[src/design/rwsc_pkg.sv]
// ----------------------------------------------------------------------------
// rwsc_pkg: shared types and constants of the rapidity window species counter
// Command codes, species code table, register indexes, bus widths and the
// bundle that passes between the classify stage and the tally stage.
// ----------------------------------------------------------------------------
package rwsc_pkg;

  localparam int NUM_SPECIES_DEF = 25;
  localparam int COUNT_WIDTH_DEF = 32;
  localparam int TABLE_LEN       = 25;

  localparam int IN_TDATA_W  = 104;  // 100 bits of fields, padded to bytes
  localparam int IN_TUSER_W  = 2;
  localparam int OUT_TDATA_W = 72;   // 70 bits of fields, padded to bytes

  localparam int RATIO_W  = 24;
  localparam int Q_FRAC   = 16;
  localparam int LHS_W    = 32 + Q_FRAC;
  localparam int PROD_W   = RATIO_W + 32;
  localparam int EVENT_W  = 32;

  localparam logic [RATIO_W-1:0] RATIO_LOW_RST  = 24'd24109;
  localparam logic [RATIO_W-1:0] RATIO_HIGH_RST = 24'd178145;

  localparam int CFG_ADDR_W = 1;

  typedef enum logic [CFG_ADDR_W-1:0] {
    CFG_RATIO_LOW  = 1'b0,
    CFG_RATIO_HIGH = 1'b1
  } cfg_reg_t;

  typedef enum logic [1:0] {
    CMD_PARTICLE  = 2'd0,
    CMD_END_EVENT = 2'd1,
    CMD_READ      = 2'd2,
    CMD_NOP       = 2'd3
  } cmd_t;

  // Species codes by table index; charge conjugates follow the 14 base codes
  localparam logic signed [31:0] SPECIES_CODE [TABLE_LEN] = '{
    32'sd111,   32'sd211,   32'sd311,   32'sd321,   32'sd310,
    32'sd130,   32'sd3122,  32'sd3222,  32'sd3212,  32'sd3112,
    32'sd3322,  32'sd3312,  32'sd3334,  32'sd2212,  -32'sd211,
    -32'sd311,  -32'sd321,  -32'sd3122, -32'sd3222, -32'sd3212,
    -32'sd3112, -32'sd3322, -32'sd3312, -32'sd3334, -32'sd2212
  };

  typedef struct packed {
    cmd_t              cmd;
    logic              hit;      // counter address is valid
    logic              pos;      // E > |pz|
    logic [LHS_W-1:0]  lhs;      // (E+pz) in Q32.16
    logic [PROD_W-1:0] prod_lo;  // ratio_low  * (E-pz)
    logic [PROD_W-1:0] prod_hi;  // ratio_high * (E-pz)
  } rwsc_mid_t;

endpackage

[src/design/rwsc_front.sv]
// ----------------------------------------------------------------------------
// rwsc_front: input register and classify stage
// Registers the incoming transaction, matches the species code, forms
// E+pz and E-pz and multiplies E-pz by both window ratios.
// ----------------------------------------------------------------------------
module rwsc_front #(
  parameter int NUM_SPECIES = rwsc_pkg::NUM_SPECIES_DEF,
  parameter int IDX_W       = $clog2(NUM_SPECIES + 1)
) (
  input  logic                             clk,
  input  logic                             rst_n,
  input  logic                             in_tvalid,
  output logic                             in_tready,
  input  logic [rwsc_pkg::IN_TDATA_W-1:0]  in_tdata,
  input  logic [rwsc_pkg::IN_TUSER_W-1:0]  in_tuser,
  input  logic [rwsc_pkg::RATIO_W-1:0]     ratio_low,
  input  logic [rwsc_pkg::RATIO_W-1:0]     ratio_high,
  output logic                             mid_valid,
  input  logic                             mid_ready,
  output rwsc_pkg::rwsc_mid_t              mid,
  output logic [IDX_W-1:0]                 mid_idx
);
  import rwsc_pkg::*;

  localparam int NUM_MATCH = (NUM_SPECIES < TABLE_LEN) ? NUM_SPECIES : TABLE_LEN;
  localparam int SEL_EXT_W = IDX_W + 5;

  logic                   s0_valid_r;
  logic [IN_TDATA_W-1:0]  s0_data_r;
  cmd_t                   s0_cmd_r;
  logic                   s1_valid_r;
  rwsc_mid_t              s1_r;
  logic [IDX_W-1:0]       s1_idx_r;

  logic                   s1_free;
  logic                   s0_free;

  logic signed [31:0]     code;
  logic [30:0]            energy;
  logic [31:0]            pz;
  logic [4:0]             sel;
  logic [SEL_EXT_W-1:0]   sel_ext;
  logic [31:0]            abs_pz;
  logic [32:0]            sum_w;
  logic [32:0]            diff_w;
  logic [31:0]            minus;
  logic [IDX_W-1:0]       match_idx;
  logic                   match_hit;
  rwsc_mid_t              s1_nxt;
  logic [IDX_W-1:0]       s1_idx_nxt;

  assign s1_free   = !s1_valid_r || mid_ready;
  assign s0_free   = !s0_valid_r || s1_free;
  assign in_tready = s0_free;

  always_comb begin
    code    = s0_data_r[31:0];
    energy  = s0_data_r[62:32];
    pz      = s0_data_r[94:63];
    sel     = s0_data_r[99:95];
    sel_ext = SEL_EXT_W'(sel);
    abs_pz  = pz[31] ? (~pz + 32'd1) : pz;
    sum_w   = {2'b00, energy} + {pz[31], pz};
    diff_w  = {2'b00, energy} - {pz[31], pz};
    minus   = diff_w[31:0];

    // lowest matching entry wins; scan downward so it is written last
    match_idx = IDX_W'(NUM_SPECIES);
    match_hit = 1'b0;
    for (int i = NUM_MATCH - 1; i >= 0; i--) begin
      if (code == SPECIES_CODE[i]) begin
        match_idx = IDX_W'(i);
        match_hit = 1'b1;
      end
    end

    s1_nxt.cmd     = s0_cmd_r;
    s1_nxt.pos     = {1'b0, energy} > abs_pz;
    s1_nxt.lhs     = {sum_w[31:0], {Q_FRAC{1'b0}}};
    s1_nxt.prod_lo = PROD_W'(ratio_low) * PROD_W'(minus);
    s1_nxt.prod_hi = PROD_W'(ratio_high) * PROD_W'(minus);
    s1_nxt.hit     = 1'b0;
    s1_idx_nxt     = IDX_W'(NUM_SPECIES);

    unique case (s0_cmd_r)
      CMD_PARTICLE: begin
        s1_nxt.hit = match_hit;
        s1_idx_nxt = match_idx;
      end
      CMD_READ: begin
        if (sel_ext < SEL_EXT_W'(NUM_SPECIES)) begin
          s1_nxt.hit = 1'b1;
          s1_idx_nxt = sel_ext[IDX_W-1:0];
        end
      end
      CMD_END_EVENT, CMD_NOP: begin
      end
    endcase
  end

  always_ff @(posedge clk) begin
    if (!rst_n) begin
      s0_valid_r <= 1'b0;
      s1_valid_r <= 1'b0;
    end else begin
      if (s0_free) begin
        s0_valid_r <= in_tvalid;
      end
      if (s1_free) begin
        s1_valid_r <= s0_valid_r;
      end
    end
  end

  // payload: hold while the stage is stalled
  always_ff @(posedge clk) begin
    if (s0_free && in_tvalid) begin
      s0_data_r <= in_tdata;
      s0_cmd_r  <= cmd_t'(in_tuser);
    end
    if (s1_free && s0_valid_r) begin
      s1_r     <= s1_nxt;
      s1_idx_r <= s1_idx_nxt;
    end
  end

  assign mid_valid = s1_valid_r;
  assign mid       = s1_r;
  assign mid_idx   = s1_idx_r;

endmodule

[config.mk]
export PLATFORM = sky130hd
export DESIGN_NAME = rwsc_front
export DESIGN_NICKNAME = d
export VERILOG_FILES = /design/src/design/rwsc_pkg.sv /design/src/design/rwsc_front.sv
export SDC_FILE = /design/constraint.sdc
export NUM_CORES = 2
export LEC_CHECK = 0
export BUFFER_PORTS_ARGS = -buffer_cell sky130_fd_sc_hd__buf_4
export CAP_MARGIN = 5
export CORE_ASPECT_RATIO = 0.6
export CORE_MARGIN = 2
export CORE_UTILIZATION = 60
export DETAILED_ROUTE_END_ITERATION = 8
export GPL_TIMING_DRIVEN = 1
export PLACE_DENSITY = 0.84
export SYNTH_ARGS = -nofsm -noshare
export SYNTH_HDL_FRONTEND = slang
export SYNTH_SLANG_ARGS = --single-unit
[constraint.sdc]
create_clock -name clk -period 13.3 [get_ports clk]
set_clock_uncertainty 0.1 [all_clocks]
set_input_delay 1.33 -clock clk [delete_from_list [all_inputs] [get_ports clk]]
set_output_delay 1.33 -clock clk [all_outputs]
set_load 0.05 [all_outputs]
==> impl_metrics.csv <==
group,metric,value,unit
clock_network,cts_root_buf,"clkbuf_16",
drt,ant_nets,0,
worst_setup_path,worstPathRequired,13560,ps
worst_setup_path,cp.arrival,12430,ps
cells_and_area,nFillCells,8546,
floorplan,die_h,261,µm
logic_synthesis,syn_area,0.0658,mm²
timing,setup_viol,0,
placed_design,place_congestion,0.967,
worst_setup_path,cp_max_fo,57,
floorplan,io-pin-count,329,
global_route,grt.total_usage,35.3,%
timing,slew_headroom,15.9,%
worst_setup_path,critical_path_class,"reg2reg",
global_route,grt_max_degree,96,
timing,tightest_slew,1260,ps
floorplan,core_area,0.109,mm²
logic_synthesis,syn_avg_cell_area,9.16,µm²
cells_and_area,area_growth,6.04,%
run,cap_viol_max_count,0,
logic_synthesis,synth_cell_types,107,
clock_network,cts_setup_buffers,0,
clock_network,holdBufCountCts,0,
timing,period_minus_slack,12170,ps
timing,slew_viol_final,0,
logic_synthesis,ys_ff_latch,257,
logic_synthesis,synth_warnings,0,
cells_and_area,multi_input_comb_area,0.0504,mm²
status,outcome,"finished, final reports clean",
global_route,grt_overflow,0,
clock_network,path_clk_slew,60,ps
logic_synthesis,synth_sequential_area_ratio,11.7,%
timing,rsz0062_at_grt,"no",
logic_synthesis,synthCells,7187,
floorplan,core.rowCount,94,
floorplan,start_util,60.3,%
clock_network,cts_tree,"built",
floorplan,fp.dieW,432,µm
global_route,antenna_found_initial,19,
clock_network,cts_sinks,257,
worst_setup_path,crit_top_cell,"fa_1",
cells_and_area,fin_nets,9085,
logic_synthesis,synthFlopType,"edfxtp_1",
worst_setup_path,cp_slowest_cell,"a21o_1",
drt,firstDrtPassIters,9,
timing,fin_tns_setup,0,ps
clock_network,cts_resized,0,
floorplan,die-area,0.112,mm²
clock_network,cts_buffers,28,
timing,period_share,91.5,%
drt,drt-total-wl,194000,µm
logic_synthesis,synth_edf_count,255,
clock_network,clock_latency,640,ps
worst_hold_path,hold_class,"reg2reg",
logic_synthesis,synth-async-reset-ratio,0,%
drt,wire_per_inst,22.5,µm
timing,fmax,82.2,MHz
global_route,grt_pass1_wl,306000,µm
clock_network,htree_levels,1,
worst_setup_path,max_stage_delay,840,ps
global_route,grt_pass1_vias,54400,
cells_and_area,drive_gt1_share,7.42,%
drt,viasPerCell,6.01,
clock_network,clock_path_buffers,3,
placed_design,post-dp-hpwl,144000,µm
drt,vias,51800,
drt,drt-initial-drc-count,6111,
timing,hold_violations,0,
worst_setup_path,worst_setup_path_start_kind,"flip-flop",
worst_setup_path,endpoint_kind,"flip-flop",
cells_and_area,seq_area,0.00770,mm²
drt,drc,0,
placed_design,port_buffers,308,
-- worst max-delay path: cells and delay by family, from the launching register on --
family	cells	cell delay [ps]
adder cells (fa/ha/maj)	10	4160
flip-flops	1	460
AND/OR/NAND/NOR	1	140
XOR/XNOR	1	110
buffers and inverters	5	910
AO/OA/AOI/OAI	16	5950
-- cell type report --
| type | count | share of cell area (%) |
|---|---|---|
| Multi-Input combinational cell | 4868 | 72.2 |
| Sequential cell | 257 | 11.0 |
| Inverter | 1626 | 8.74 |
| Timing Repair Buffer | 371 | 3.99 |
| Tap cell | 1440 | 2.58 |
| Clock buffer | 36 | 1.11 |
| Clock inverter | 15 | 0.269 |
| Antenna cell | 11 | 0.0394 |
-- cells by family (layout without fill, tap and decap cells) --
| logic type | after synthesis | count (layout) | share of synthesized area (%) |
|---|---|---|---|
| AO/OA/AOI/OAI | 687 | 687 | 7.23 |
| XOR/XNOR | 179 | 179 | 2.38 |
| adder cells (fa/ha/maj) | 1775 | 1775 | 48.8 |
| buffers and inverters | 2077 | 2048 | 12.2 |
| flip-flops | 257 | 257 | 11.7 |
| multiplexers | 53 | 53 | 0.838 |
| other | 1 | 27 | 0.00570 |
| AND/OR/NAND/NOR | 2158 | 2158 | 16.9 |
-- sequential cells by signal, indices dropped and copies added (netlist names) --
name,count
mid,148
s0_valid_r,1
s0_data_r,100
mid_idx,5
s0_cmd_r,2
mid_valid,1
-- cell usage after synthesis, types with 18 or more instances --
cell type / instances / area [µm²]
nor3_1: 57 / 285
nor4b_1: 24 / 210
nand3_1: 123 / 616
a311o_1: 21 / 210
o21ai_0: 108 / 541
nor4_1: 43 / 269
o21a_1: 22 / 165
nor3b_1: 46 / 345
a311oi_1: 29 / 254
clkbuf_1: 375 / 1410
nor2b_1: 106 / 663
buf_4: 22 / 165
o311ai_0: 21 / 184
o31ai_1: 18 / 135
nand2b_1: 44 / 275
fa_1: 1318 / 26400
a21boi_0: 18 / 135
o211ai_1: 39 / 293
nand3b_1: 27 / 203
o21bai_1: 41 / 308
mux2i_1: 36 / 360
edfxtp_1: 255 / 7660
xnor2_1: 139 / 1220
and3_1: 38 / 238
buf_2: 35 / 175
ha_1: 457 / 5720
inv_1: 1618 / 6070
xor2_1: 40 / 350
and2_1: 571 / 3570
nor2_1: 144 / 541
a21oi_1: 188 / 941
a21o_1: 68 / 510
nand2_1: 835 / 3130
nand4_1: 28 / 175
-- final timing paths --
check	slack (ps)	cells after the start	end	start
worst max-delay path	1130	33	mid[54]	s0_data_r[63]
worst max register to register	1130	33	mid[54]	s0_data_r[63]
worst min-delay path	450	1	mid_valid	s0_valid_r
worst min register to register	450	1	mid_valid	s0_valid_r
-- through the flow --
step | utilization (%) | cells | hold WS, ps | area (µm²) | setup WS (ps)
3_5_place_dp | 63.0 | 8561 | 428 | 68800 | 1500
2_1_floorplan | - | 7202 | 375 | 65900 | 4260
6_report | 63.9 | 8624 | 448 | 69800 | 1130
3_3_place_gp | 63.0 | 8561 | 402 | 68800 | 1580
4_1_cts | 63.9 | 8612 | 445 | 69800 | 1440
5_1_grt | 63.9 | 8621 | 468 | 69800 | 863
-- metal layers --
layer	wire, µm	GRT usage [%]	part of all wire [%]
met5	131	0	0.067
met4	7890	12.3	4.1
met3	30900	12.9	16
met2	81900	52.1	42
met1	73400	48.2	38
-- placed cells by master, fill, tap and decap left out, types with 18 or more instances in the layout --
cell          n
xnor2_1     119
o21a_1       22
o211ai_1     39
inv_1      1618
a311o_1      21
buf_4       370
nor3_1       57
ha_1        453
nand2b_1     44
nand3_1     123
fa_1       1317
and3_1       38
nor4_1       43
and2_1      570
nand4_1      28
a21boi_0     18
edfxtp_1    255
xnor2_2      20
o21bai_1     41
nand2_1     834
o31ai_1      18
o311ai_0     21
nor3b_1      46
nor2_1      141
a21oi_1     186
mux2i_1      35
nor2b_1     105
clkbuf_16    29
nor4b_1      24
a311oi_1     29
o21ai_0     108
nand3b_1     27
a21o_1       67
xor2_1       39
Power is not shown: default switching activity piles up to over one toggle a cycle in this logic, so the estimate is an artifact.
